<file path="src/sv/cpss_pkg.sv">
// Types, constants and microcode for the cascaded PD steering servo.
// Depends on nothing; the design, checker and testbench files refer to it by scoped names.
package cpss_pkg;

   // Q8.8 operands, Q16.16 products
   localparam int FRAC_W      = 16;
   localparam int STEER_LIMIT = 82;
   localparam int ARRIVE_STEP = 1843;    // 7.2 in Q8.8
   localparam int MEET_STEP   = 1690;    // 6.6 in Q8.8
   // floor(a / 25) = (a * RECIP_25) >> RECIP_SHIFT, exact for a < 2**20
   localparam int RECIP_25    = 1342178;
   localparam int RECIP_SHIFT = 25;
   localparam int GQ_W        = 15;      // quotient of the gyro scaling

   localparam int MUL_A_W = 21;
   localparam int MUL_B_W = 21;
   localparam int PROD_W  = MUL_A_W + 1 + MUL_B_W;
   localparam int ACC_W   = 36;
   localparam int Q_W     = ACC_W - FRAC_W;
   localparam int ERR_W   = 18;

   localparam int CSR_IDX_W  = 3;
   localparam int CSR_DATA_W = 16;
   localparam int STEP_W     = 4;

   // Register indexes of the configuration port
   localparam logic [CSR_IDX_W-1:0] REG_OUTER_KP       = 3'd0;
   localparam logic [CSR_IDX_W-1:0] REG_OUTER_KD       = 3'd1;
   localparam logic [CSR_IDX_W-1:0] REG_INNER_KP       = 3'd2;
   localparam logic [CSR_IDX_W-1:0] REG_INNER_KD       = 3'd3;
   localparam logic [CSR_IDX_W-1:0] REG_SERVO_CENTRE   = 3'd4;
   localparam logic [CSR_IDX_W-1:0] REG_TWO_CAR_MODE   = 3'd5;
   localparam logic [CSR_IDX_W-1:0] REG_CASCADE_ENABLE = 3'd6;

   typedef struct packed {
      logic signed [15:0] offset_sample;
      logic               offset_valid;
      logic               meeting_enable;
      logic               at_meeting_place;
      logic               meeting_arrived;
      logic               backing_out;
      logic               end_line_seen;
      logic               meeting_zone;
      logic signed [15:0] left_count;
      logic signed [15:0] right_count;
      logic signed [15:0] gyro_rate;
   } req_type;

   typedef struct packed {
      logic        [15:0] servo_pwm;
      logic signed [7:0]  steer_command;
   } rsp_type;

   typedef struct packed {
      logic [15:0] outer_kp;
      logic [15:0] outer_kd;
      logic [15:0] inner_kp;
      logic [15:0] inner_kd;
      logic [15:0] servo_centre;
      logic        two_car_mode;
      logic        cascade_enable;
   } cfg_type;

   // Microcode fields
   typedef enum logic [2:0] {A_KP, A_KD, A_IKP, A_IKD, A_RECIP} a_sel_type;
   typedef enum logic [2:0] {B_OFF, B_DOUT, B_GYRO, B_ERR, B_DERR} b_sel_type;
   typedef enum logic [1:0] {ACC_HOLD, ACC_LOAD, ACC_ADD} acc_op_type;
   typedef enum logic [2:0] {
      OP_NONE, OP_ADJUST, OP_STEER, OP_ERROR, OP_CMD, OP_FINISH
   } op_type;
   typedef enum logic [1:0] {J_NONE, J_NOMODE, J_NOCASC} jmp_type;

   typedef struct packed {
      a_sel_type         a_sel;
      b_sel_type         b_sel;
      logic              mul_en;
      acc_op_type        acc_op;
      op_type            op;
      jmp_type           jmp;
      logic [STEP_W-1:0] target;
   } ctrl_type;

   // Conditions the datapath hands back to the sequencer
   typedef struct packed {
      logic nomode;
      logic nocasc;
   } status_type;

   localparam logic [STEP_W-1:0] STEP_STEER  = 4'd4;
   localparam logic [STEP_W-1:0] STEP_FINISH = 4'd11;

   localparam ctrl_type CTRL_IDLE = '{
      a_sel: A_KP, b_sel: B_OFF, mul_en: 1'b0, acc_op: ACC_HOLD,
      op: OP_NONE, jmp: J_NONE, target: '0
   };

   // Control store: one word per step
   function automatic ctrl_type mc_rom(input logic [STEP_W-1:0] step);
      ctrl_type w;
      w = CTRL_IDLE;
      case (step)
         4'd0: begin                       // apply arrival or meeting nudge
            w.op     = OP_ADJUST;
            w.jmp    = J_NOMODE;
            w.target = STEP_STEER;
         end
         4'd1: begin                       // kp * offset
            w.a_sel  = A_KP;
            w.b_sel  = B_OFF;
            w.mul_en = 1'b1;
         end
         4'd2: begin                       // kd * derivative
            w.a_sel  = A_KD;
            w.b_sel  = B_DOUT;
            w.mul_en = 1'b1;
            w.acc_op = ACC_LOAD;
         end
         4'd3: begin
            w.acc_op = ACC_ADD;
         end
         4'd4: begin                       // outer command, history shift
            w.op     = OP_STEER;
            w.jmp    = J_NOCASC;
            w.target = STEP_FINISH;
         end
         4'd5: begin                       // gyro scaling by 16/25
            w.a_sel  = A_RECIP;
            w.b_sel  = B_GYRO;
            w.mul_en = 1'b1;
         end
         4'd6: begin
            w.op = OP_ERROR;
         end
         4'd7: begin
            w.a_sel  = A_IKP;
            w.b_sel  = B_ERR;
            w.mul_en = 1'b1;
         end
         4'd8: begin
            w.a_sel  = A_IKD;
            w.b_sel  = B_DERR;
            w.mul_en = 1'b1;
            w.acc_op = ACC_LOAD;
         end
         4'd9: begin
            w.acc_op = ACC_ADD;
         end
         4'd10: begin
            w.op = OP_CMD;
         end
         4'd11: begin
            w.op = OP_FINISH;
         end
         default: begin
            w.op = OP_FINISH;
         end
      endcase
      return w;
   endfunction

endpackage

</file>
<file path="src/sv/cascaded_pd_steering_servo.sv">
// Top level of the cascaded PD steering servo: ports, configuration registers,
// result register. Depends on cpss_pkg, cpss_seq and cpss_dp.
//
// One control tick is one transfer on req_*: offset, meeting flags, wheel pulse
// signs and gyro rate. The block answers with one transfer on rsp_* carrying the
// servo PWM value and the clamped, possibly inverted outer steering command.
// Work runs as a short microprogram over a single shared 22x21 multiplier and
// one accumulator, so ticks are processed one at a time. A tick to which no
// mode applies skips the outer PD multiplies, and the inner loop steps run
// only with cascade_enable set. The next tick is taken in the cycle after the
// result is loaded. A finished result waits in the output register while the
// next tick is accepted. Configuration is a plain write port (index 0
// outer_kp ... 6 cascade_enable, others dropped) and should only be written
// while no tick is in flight.
module cascaded_pd_steering_servo (
   input  logic                              clock,
   input  logic                              reset,
   // tick input
   input  logic                              req_valid,
   output logic                              req_stall,
   input  cpss_pkg::req_type                 req_data,
   // result output
   output logic                              rsp_valid,
   input  logic                              rsp_stall,
   output cpss_pkg::rsp_type                 rsp_data,
   // configuration writes
   input  logic                              csr_wr_en,
   input  logic [cpss_pkg::CSR_IDX_W-1:0]    csr_index,
   input  logic [cpss_pkg::CSR_DATA_W-1:0]   csr_wdata
);

   cpss_pkg::cfg_type     cfg_ff, cfg_in;
   logic                  rsp_valid_ff, rsp_valid_in;
   cpss_pkg::rsp_type     rsp_data_ff, rsp_data_in;

   cpss_pkg::ctrl_type    ctrl;
   cpss_pkg::status_type  status;
   logic                  start, emit, busy, out_free;
   logic signed [7:0]     steer, cmd;

   // Take a tick only while the sequencer is parked
   assign start     = req_valid && !busy;
   assign req_stall = busy;
   assign out_free  = !rsp_valid_ff || !rsp_stall;

   // Configuration registers; drop writes to unknown indexes
   always_comb begin
      cfg_in = cfg_ff;
      if (csr_wr_en) begin
         case (csr_index)
            cpss_pkg::REG_OUTER_KP:       cfg_in.outer_kp       = csr_wdata;
            cpss_pkg::REG_OUTER_KD:       cfg_in.outer_kd       = csr_wdata;
            cpss_pkg::REG_INNER_KP:       cfg_in.inner_kp       = csr_wdata;
            cpss_pkg::REG_INNER_KD:       cfg_in.inner_kd       = csr_wdata;
            cpss_pkg::REG_SERVO_CENTRE:   cfg_in.servo_centre   = csr_wdata;
            cpss_pkg::REG_TWO_CAR_MODE:   cfg_in.two_car_mode   = csr_wdata[0];
            cpss_pkg::REG_CASCADE_ENABLE: cfg_in.cascade_enable = csr_wdata[0];
            default: begin
            end
         endcase
      end
   end

   always_ff @(posedge clock) begin
      if (reset) begin
         cfg_ff.outer_kp       <= 16'd2074;
         cfg_ff.outer_kd       <= 16'd6400;
         cfg_ff.inner_kp       <= 16'd154;
         cfg_ff.inner_kd       <= 16'd205;
         cfg_ff.servo_centre   <= 16'd1500;
         cfg_ff.two_car_mode   <= 1'b0;
         cfg_ff.cascade_enable <= 1'b0;
      end else begin
         cfg_ff <= cfg_in;
      end
   end

   cpss_seq u_seq (
      .clock    (clock),
      .reset    (reset),
      .start    (start),
      .out_free (out_free),
      .status   (status),
      .ctrl     (ctrl),
      .emit     (emit),
      .busy     (busy)
   );

   cpss_dp u_dp (
      .clock  (clock),
      .reset  (reset),
      .start  (start),
      .req    (req_data),
      .cfg    (cfg_ff),
      .ctrl   (ctrl),
      .status (status),
      .steer  (steer),
      .cmd    (cmd)
   );

   // Result register: load on the final step, hold while stalled
   always_comb begin
      rsp_valid_in = rsp_valid_ff && rsp_stall;
      rsp_data_in  = rsp_data_ff;
      if (emit) begin
         rsp_valid_in                = 1'b1;
         rsp_data_in.servo_pwm       = cfg_ff.servo_centre - {{8{cmd[7]}}, cmd};
         rsp_data_in.steer_command   = steer;
      end
   end

   always_ff @(posedge clock) begin
      if (reset) begin
         rsp_valid_ff <= 1'b0;
      end else begin
         rsp_valid_ff <= rsp_valid_in;
      end
   end

   always_ff @(posedge clock) begin
      rsp_data_ff <= rsp_data_in;
   end

   assign rsp_valid = rsp_valid_ff;
   assign rsp_data  = rsp_data_ff;

endmodule

</file>
<file path="src/sv/cpss_seq.sv">
// Microcode sequencer: step counter, control store lookup and jumps.
// Depends on cpss_pkg.
module cpss_seq (
   input  logic                  clock,
   input  logic                  reset,
   input  logic                  start,
   input  logic                  out_free,
   input  cpss_pkg::status_type  status,
   output cpss_pkg::ctrl_type    ctrl,
   output logic                  emit,
   output logic                  busy
);

   logic                          busy_ff, busy_in;
   logic [cpss_pkg::STEP_W-1:0]   step_ff, step_in;
   cpss_pkg::ctrl_type            word;
   logic                          taken;

   assign word = cpss_pkg::mc_rom(step_ff);

   always_comb begin
      case (word.jmp)
         cpss_pkg::J_NOMODE: taken = status.nomode;
         cpss_pkg::J_NOCASC: taken = status.nocasc;
         default:            taken = 1'b0;
      endcase
   end

   always_comb begin
      busy_in = busy_ff;
      step_in = step_ff;
      if (!busy_ff) begin
         if (start) begin
            busy_in = 1'b1;
            step_in = '0;
         end
      end else if (word.op == cpss_pkg::OP_FINISH) begin
         // hold on the last step until the result register frees up
         if (out_free) begin
            busy_in = 1'b0;
         end
      end else begin
         step_in = taken ? word.target : step_ff + 1'b1;
      end
   end

   always_ff @(posedge clock) begin
      if (reset) begin
         busy_ff <= 1'b0;
         step_ff <= '0;
      end else begin
         busy_ff <= busy_in;
         step_ff <= step_in;
      end
   end

   assign ctrl = busy_ff ? word : cpss_pkg::CTRL_IDLE;
   assign emit = busy_ff && (word.op == cpss_pkg::OP_FINISH) && out_free;
   assign busy = busy_ff;

endmodule

</file>
<file path="src/sv/cpss_dp.sv">
// Datapath: offset history, shared multiplier, accumulator, clamps.
// Depends on cpss_pkg; driven by the control word of cpss_seq.
module cpss_dp (
   input  logic                      clock,
   input  logic                      reset,
   input  logic                      start,
   input  cpss_pkg::req_type         req,
   input  cpss_pkg::cfg_type         cfg,
   input  cpss_pkg::ctrl_type        ctrl,
   output cpss_pkg::status_type      status,
   output logic signed [7:0]         steer,
   output logic signed [7:0]         cmd
);

   localparam int ACC_W  = cpss_pkg::ACC_W;
   localparam int Q_W    = cpss_pkg::Q_W;
   localparam int FRAC_W = cpss_pkg::FRAC_W;
   localparam int ERR_W  = cpss_pkg::ERR_W;
   localparam int GQ_W   = cpss_pkg::GQ_W;
   localparam logic signed [Q_W-1:0] QMAX = Q_W'(cpss_pkg::STEER_LIMIT);
   localparam logic signed [Q_W-1:0] QMIN = -QMAX;

   // Q16.16 sum to integer toward zero, then clamp to the steering limit
   function automatic logic signed [7:0] pd_clamp(input logic signed [ACC_W-1:0] a);
      logic signed [Q_W-1:0] q;
      logic signed [7:0]     r;
      q = $signed(a[ACC_W-1:FRAC_W]);
      if (a[ACC_W-1] && (a[FRAC_W-1:0] != '0)) begin
         q = q + Q_W'(1);
      end
      if (q > QMAX) begin
         r = QMAX[7:0];
      end else if (q < QMIN) begin
         r = QMIN[7:0];
      end else begin
         r = q[7:0];
      end
      return r;
   endfunction

   // Latched item flags
   logic                      normal_ff, nomode_ff, arrive_ff, meet_ff, invert_ff;
   logic                      gyro_neg_ff;
   logic [15:0]               gyro_abs_ff;
   logic                      normal_in, nomode_in, arrive_in, meet_in, invert_in;
   logic                      both_rev;

   // State with reset
   logic signed [15:0]        off_ff, off_in, prev_ff, prev_in, prev2_ff, prev2_in;
   logic signed [7:0]         held_ff, held_in;
   logic signed [ERR_W-1:0]   ilast_ff, ilast_in;

   // Working registers
   logic signed [cpss_pkg::PROD_W-1:0] prod_ff, prod_in;
   logic signed [ACC_W-1:0]            acc_ff, acc_in;
   logic signed [7:0]                  steer_ff, steer_in, cmd_ff, cmd_in;
   logic signed [ERR_W-1:0]            e_ff, e_in;

   logic [cpss_pkg::MUL_A_W-1:0]        mul_a;
   logic signed [cpss_pkg::MUL_B_W-1:0] mul_b;
   logic signed [16:0]                  d_outer;
   logic signed [ERR_W:0]               d_inner;
   logic signed [16:0]                  sum_up, sum_dn;
   logic signed [7:0]                   steer_base;
   logic [GQ_W-1:0]                     gq;
   logic signed [ERR_W-1:0]             g_signed;

   // Decode the tick's mode when the item is taken
   always_comb begin
      both_rev  = req.left_count[15] && req.right_count[15];
      normal_in = !req.meeting_enable && !req.at_meeting_place;
      arrive_in = !normal_in && req.at_meeting_place && req.meeting_arrived;
      meet_in   = !normal_in && !arrive_in && req.meeting_enable;
      nomode_in = !normal_in && !arrive_in && !meet_in;
      invert_in = req.backing_out || (both_rev && req.end_line_seen && cfg.two_car_mode)
                  || (req.meeting_zone && both_rev);
   end

   always_ff @(posedge clock) begin
      if (start) begin
         normal_ff   <= normal_in;
         arrive_ff   <= arrive_in;
         meet_ff     <= meet_in;
         nomode_ff   <= nomode_in;
         invert_ff   <= invert_in;
         gyro_neg_ff <= req.gyro_rate[15];
         gyro_abs_ff <= req.gyro_rate[15] ? 16'(-req.gyro_rate) : req.gyro_rate;
      end
   end

   // Multiplier operands
   always_comb begin
      d_outer = {off_ff[15], off_ff} - (normal_ff ? {prev2_ff[15], prev2_ff}
                                                  : {prev_ff[15], prev_ff});
      d_inner = {e_ff[ERR_W-1], e_ff} - {ilast_ff[ERR_W-1], ilast_ff};
      case (ctrl.a_sel)
         cpss_pkg::A_KP:    mul_a = cpss_pkg::MUL_A_W'(cfg.outer_kp);
         cpss_pkg::A_KD:    mul_a = cpss_pkg::MUL_A_W'(cfg.outer_kd);
         cpss_pkg::A_IKP:   mul_a = cpss_pkg::MUL_A_W'(cfg.inner_kp);
         cpss_pkg::A_IKD:   mul_a = cpss_pkg::MUL_A_W'(cfg.inner_kd);
         cpss_pkg::A_RECIP: mul_a = cpss_pkg::MUL_A_W'(cpss_pkg::RECIP_25);
         default:           mul_a = '0;
      endcase
      case (ctrl.b_sel)
         cpss_pkg::B_OFF:  mul_b = cpss_pkg::MUL_B_W'(off_ff);
         cpss_pkg::B_DOUT: mul_b = cpss_pkg::MUL_B_W'(d_outer);
         cpss_pkg::B_GYRO: mul_b = $signed({1'b0, gyro_abs_ff, 4'b0000});
         cpss_pkg::B_ERR:  mul_b = cpss_pkg::MUL_B_W'(e_ff);
         cpss_pkg::B_DERR: mul_b = cpss_pkg::MUL_B_W'(d_inner);
         default:          mul_b = '0;
      endcase
      prod_in = ctrl.mul_en ? $signed({1'b0, mul_a}) * mul_b : prod_ff;
   end

   always_comb begin
      case (ctrl.acc_op)
         cpss_pkg::ACC_LOAD: acc_in = $signed(prod_ff[ACC_W-1:0]);
         cpss_pkg::ACC_ADD:  acc_in = acc_ff + $signed(prod_ff[ACC_W-1:0]);
         default:            acc_in = acc_ff;
      endcase
   end

   // Step operations
   always_comb begin
      off_in   = off_ff;
      prev_in  = prev_ff;
      prev2_in = prev2_ff;
      held_in  = held_ff;
      ilast_in = ilast_ff;
      steer_in = steer_ff;
      cmd_in   = cmd_ff;
      e_in     = e_ff;

      sum_up     = {off_ff[15], off_ff} + 17'(cpss_pkg::ARRIVE_STEP);
      sum_dn     = {off_ff[15], off_ff} - 17'(cpss_pkg::MEET_STEP);
      steer_base = nomode_ff ? held_ff : pd_clamp(acc_ff);
      gq         = prod_ff[cpss_pkg::RECIP_SHIFT +: GQ_W];
      g_signed   = gyro_neg_ff ? -ERR_W'(gq) : ERR_W'(gq);

      if (start && req.offset_valid) begin
         off_in = req.offset_sample;
      end

      case (ctrl.op)
         cpss_pkg::OP_ADJUST: begin
            // nudge with saturation to the Q8.8 range
            if (arrive_ff) begin
               off_in = (sum_up[16] != sum_up[15]) ? (sum_up[16] ? 16'sh8000 : 16'sh7fff)
                                                   : sum_up[15:0];
            end else if (meet_ff) begin
               off_in = (sum_dn[16] != sum_dn[15]) ? (sum_dn[16] ? 16'sh8000 : 16'sh7fff)
                                                   : sum_dn[15:0];
            end
         end
         cpss_pkg::OP_STEER: begin
            steer_in = invert_ff ? -steer_base : steer_base;
            held_in  = steer_in;
            cmd_in   = steer_in;
            prev2_in = prev_ff;
            prev_in  = off_ff;
         end
         cpss_pkg::OP_ERROR: begin
            e_in = $signed({steer_ff[7], steer_ff[7], steer_ff, 8'h00}) + g_signed;
         end
         cpss_pkg::OP_CMD: begin
            cmd_in   = pd_clamp(acc_ff);
            ilast_in = e_ff;
         end
         default: begin
         end
      endcase
   end

   always_ff @(posedge clock) begin
      if (reset) begin
         off_ff   <= '0;
         prev_ff  <= '0;
         prev2_ff <= '0;
         held_ff  <= '0;
         ilast_ff <= '0;
      end else begin
         off_ff   <= off_in;
         prev_ff  <= prev_in;
         prev2_ff <= prev2_in;
         held_ff  <= held_in;
         ilast_ff <= ilast_in;
      end
   end

   always_ff @(posedge clock) begin
      prod_ff  <= prod_in;
      acc_ff   <= acc_in;
      steer_ff <= steer_in;
      cmd_ff   <= cmd_in;
      e_ff     <= e_in;
   end

   assign status.nomode = nomode_ff;
   assign status.nocasc = !cfg.cascade_enable;
   assign steer = steer_ff;
   assign cmd   = cmd_ff;

endmodule

</file>
<file path="config.mk">
export PLATFORM = sky130hd
export DESIGN_NAME = cascaded_pd_steering_servo
export DESIGN_NICKNAME = d
export VERILOG_FILES = /design/src/sv/cpss_pkg.sv /design/src/sv/cascaded_pd_steering_servo.sv /design/src/sv/cpss_seq.sv /design/src/sv/cpss_dp.sv
export SDC_FILE = /design/constraint.sdc
export NUM_CORES = 2
export LEC_CHECK = 0
export ABC_CLOCK_PERIOD_IN_PS = 10750
export BUFFER_PORTS_ARGS = -buffer_cell sky130_fd_sc_hd__buf_4
export CORE_MARGIN = 3
export CORE_UTILIZATION = 58
export DETAILED_ROUTE_END_ITERATION = 6
export PLACE_DENSITY = 0.78
export SETUP_SLACK_MARGIN = 0.05
export SLEW_MARGIN = 20
export SYNTH_ARGS = -nofsm -noshare
export SYNTH_HDL_FRONTEND = slang
export SYNTH_SLANG_ARGS = --single-unit
</file>
<file path="constraint.sdc">
create_clock -name clock -period 10.75 [get_ports clock]
set_clock_uncertainty 0.1 [all_clocks]
set_input_delay 2.15 -clock clock [delete_from_list [all_inputs] [get_ports clock]]
set_output_delay 2.15 -clock clock [all_outputs]
set_load 0.02 [all_outputs]
</file>
==> summary by stage <==
Power
The highest ir drop seen on vdd is a little over 0.2 mV. The leakage power summed over all cells is 15.8 nW. Power spread over the standard cell area amounts to between 150 and 200 nW/um^2.

Cells and area
The final instance area is 35,600 sq um. The layout has 4,479 filler cells. Once layout is complete, the cells apart from fillers number 4,551. Of the cells placed in the final design, the portion with a size suffix greater than 1 is 0.0945. The layout net count is 4,471.

From synthesis to final layout, the design area changed by 9.90%.

Timing
The number of slew-limit violations in the final report is 0. For the pin with the worst max-slew slack, the measured transition is 1.04 ns. The hold violation count in the final report is 0. The worst path in the final design needs a cycle of 10.30 ns, including I/O delays and setup.

Setup repair after global routing could not meet its margin everywhere. Measured against its own limit, the worst slew margin works out to 0.304. The ratio of final minimum period to clock period is 0.958.

The highest achievable clock rate is approximately 100 MHz. Setup violations remaining at the end of the flow were counted as 0.

Global routing
The total congestion overflow is 0. The initial antenna violation count is 1. The global-route wire length before repair is ~140 mm.

The maximum number of pins on one net before global-route repair is between 80 and 90. The overall fraction of global-route tracks in use is 0.294. The via count of the first global-routing pass was 26,005.

Logic synthesis
The main flop type after synthesis is dfxtp_1. In this run, synthesis inferred 156 flip-flops with an integrated enable. The area share of the largest cell type after synthesis is 0.188. The yosys synthesis warning count is 0. Ranked by total cell area, the synthesized netlist is headed by fa_1, edfxtp_1, ha_1.

The synthesized design spends more area on one cell type than any other, namely fa_1. A synthesized cell averages 8.71 sq um. The netlist area before placement is 32,400 sq um.

Synthesis produced a netlist whose cell count is 3,713. The post-synthesis cell type count is about 100. For this run, the register share of the synthesized area comes to 0.245. The share of synthesized registers carrying an async set or reset is 0.

In this run, synthesis produced a sequential element count of between 300 and 400.

Job
The count of maximum capacitance violations is 0.

Clock network
After clock tree synthesis, the clock-pin slew on the worst setup and hold paths is about 0.070 ns. CTS saw 318 sinks. The hold-fix buffer count after cts is 0.

The count of H-tree levels built during CTS is 2. Counting along the longest clock path gives a buffer depth of 3. The root buffer cell chosen for the clock tree is clkbuf_16. Clock tree synthesis inserted a total of 37 buffers. TritonCTS built the clock tree. For the worst-skew pair, the clock arrives at the later sink with an insertion delay of 0.59 ns.

Floorplan
The width of the chip is approximately 240 um. After floorplanning, the core was sized to cover 54,500 sq um. For this configuration, the core starts out at a cell density of 0.594. Measured along the y axis, the die boundary spans around 240 um. After floorplanning, the core was divided into 85 placement rows.

Pin placement for this block handled around 120 I/O pins. The die area is 58,700 sq um.

Worst setup path
The beginning of the worst register-to-register path is u_dp.normal_ff. The cell family contributing the most delay on the critical path is adder cells. The worst setup path is captured at a flip-flop. Across all register-to-register paths, the minimum setup slack is 0.45 ns.

The cell occurring most often along the worst timing path is fa_1. The worst register-to-register path ends at u_dp.prod_ff[38]. On the critical path, the stage with the largest delay is an instance of fa_1. The number of buffers and inverters on the critical path is 6. In this design, the stage delay of the slowest critical-path cell is roughly 0.57 ns. The peak fanout along the critical path is 7. Data arrives at the worst endpoint at between 10 and 15 ns. The path length in cells of the critical path is 38. At the worst endpoint, the required time is roughly 11 ns. The worst setup path is launched from a flip-flop. The worst setup path is of the flip-flop to flip-flop kind. Measured in cells, the most critical reg-to-reg path has a length of 38.

Detailed routing
The initial DRC count is 2,417. Once detail routing completed, the nets flagged for antenna violations numbered 0. The number of remaining DRC errors is 1. The routed design has 87.6 mm of wire. The wire length per cell after detailed routing is 19.2 um. The number of search-and-repair iterations in the first detailed-routing pass is 7. The routed layout has 26,928 vias. Dividing the detail-routed via count by the number of cells gives slightly below 6.

Placed design
The number of placed instances, taps included, is 4,472. The placed instance area is 34,000 sq um. The weighted congestion at the end of routability-driven global placement is between 0.9 and 1. In this run the tool buffered the top-level ports with 90 buffer cells. Summed over all nets, the half-perimeter wirelength after detailed placement is roughly 67 mm.

Worst hold path
The tightest min-delay check is of the flip-flop to flip-flop type. The count of cells along the worst hold path is 2. The hold-critical path endpoint is u_dp.prev2_ff[10]. The startpoint identified for the worst hold timing path is u_dp.prev2_ff[10].

Run status
The final reports fail on design-rule violations. The flow ran to the end, but the final reports show violations.
cell type report:
type	instances	area [sq um]	share of cell area
well taps	739	925	0.0260
multi-input cells	2738	22100	0.621
inverters	499	1880	0.0528
diodes	2	5.00	0.000141
flip-flops and latches	318	7930	0.223
repair buffers	187	1440	0.0405
clock buffers	46	1000	0.0281
clock inverters	22	309	0.00869
synth_stat cells (8+ instances only):
cell type	n
a2111oi_0	8
a211oi_1	26
a21boi_0	9
a21o_1	37
a21oi_1	274
a221o_1	30
a221oi_1	22
a222oi_1	8
a31oi_1	15
and2_1	38
and3_1	31
clkbuf_1	148
dfxtp_1	162
edfxtp_1	156
fa_1	304
ha_1	291
inv_1	499
mux2_2	32
mux2i_1	31
nand2_1	591
nand2b_1	36
nand3_1	64
nand4_1	13
nor2_1	254
nor2b_1	34
nor3_1	42
nor4_1	15
o211ai_1	17
o21a_1	24
o21ai_0	99
o21bai_1	21
o22ai_1	15
o31ai_1	21
or2_2	14
or3_1	21
xnor2_1	121
xor2_1	47
sequential cells by signal (all words and copies together), names as in the netlist, 4 cells and up:
signal and cells:
u_dp.cmd 8, cfg_ff 82, u_dp.e_ff 18, u_dp.prev_ff 16, u_dp.prod_ff 40, u_seq.step_ff 4
u_dp.off_ff 16, u_dp.acc_ff 36, u_dp.steer 8, u_dp.held_ff 8, rsp_data 24, u_dp.gyro_abs_ff 16
u_dp.prev2_ff 16, u_dp.ilast_ff 18
worst min-delay path, delay by kind of cell, from the launching register on:
kind	cells	cell delay, ns
AOI/OAI and AO/OA	1	0.05
DFF	1	0.31
and+or+nand+nor	1	0.05
placed cells by master, fill, tap and decap left out, types with 8 or more instances in the layout:
cell       count
o31ai_1       20
clkbuf_16     37
nand2_1      591
o22ai_1       15
ha_1         289
edfxtp_1     156
a21boi_0       8
or3_1         21
xor2_1        47
nand2b_1      36
or2_2         14
fa_1         304
nand4_1       13
mux2i_1       31
a21o_1        37
conb_1         8
mux2_2        32
nand3_1       64
and2_1        37
o21ai_0       94
xnor2_1      120
a222oi_1       8
a31oi_1       14
nor4_1        13
nor3_1        41
o211ai_1      17
and3_1        31
dfxtp_1      162
o21bai_1      21
a211oi_1      23
a221o_1       30
nor2_1       252
a21oi_1      269
a221oi_1      20
nor2b_1       33
o21a_1        24
o21ai_1        8
buf_4        184
inv_1        497
logic make-up after synthesis:
| logic type | after synthesis | share of synthesized area |
|---|---|---|
| flip-flops | 318 | 0.245 |
| adder cells (fa/ha/maj) | 595 | 0.301 |
| AND/OR/NAND/NOR | 1199 | 0.166 |
| XOR/XNOR | 169 | 0.0460 |
| buffers and inverters | 663 | 0.0789 |
| multiplexers | 64 | 0.0212 |
| AO/OA/AOI/OAI | 703 | 0.142 |
| other | 2 | 0.000232 |
worst max-delay path by stage:
stage,from,endpoint
2_1_floorplan,u_dp.normal_ff,u_dp.prod_ff[38]
3_3_place_gp,u_dp.normal_ff,u_dp.prod_ff[38]
3_5_place_dp,u_dp.normal_ff,u_dp.prod_ff[38]
4_1_cts,u_dp.normal_ff,u_dp.prod_ff[38]
5_1_grt,u_dp.normal_ff,u_dp.prod_ff[39]
6_report,u_dp.normal_ff,u_dp.prod_ff[38]
power by group:
group          internal, mW  switching (mW)
Sequential             1.47           0.108
Clock                 0.779           0.571
Combinational          1.50            2.18
timing repair:
action / CTS / global route
gates resized for setup: 1 / 33
setup buffers: 0 / 8
endpoints found under the setup margin: 1 / 10
pin swaps: 0 / 8
metal layers:
metal | global-route usage | wire, um
met1 | 0.397 | 35600
met4 | 0.0983 | 3270
met5 | 0 | 13
met2 | 0.467 | 39300
met3 | 0.0696 | 9340
through the flow:
step | utilization | total power [mW] | setup WS [ns] | hold slack, ns | TNS, ns
floorplan | - | 4.22 | 0.380 | 0.333 | 0
global placement | 0.625 | 5.02 | 0.271 | 0.341 | 0
detailed placement | 0.625 | 5.11 | 0.0623 | 0.347 | 0
CTS | 0.649 | 6.50 | 0.0818 | 0.355 | 0
global route | 0.653 | 7.16 | -0.0621 | 0.370 | -0.112
finish | 0.653 | 6.61 | 0.455 | 0.353 | 0
(Power assumes the default switching activity.)
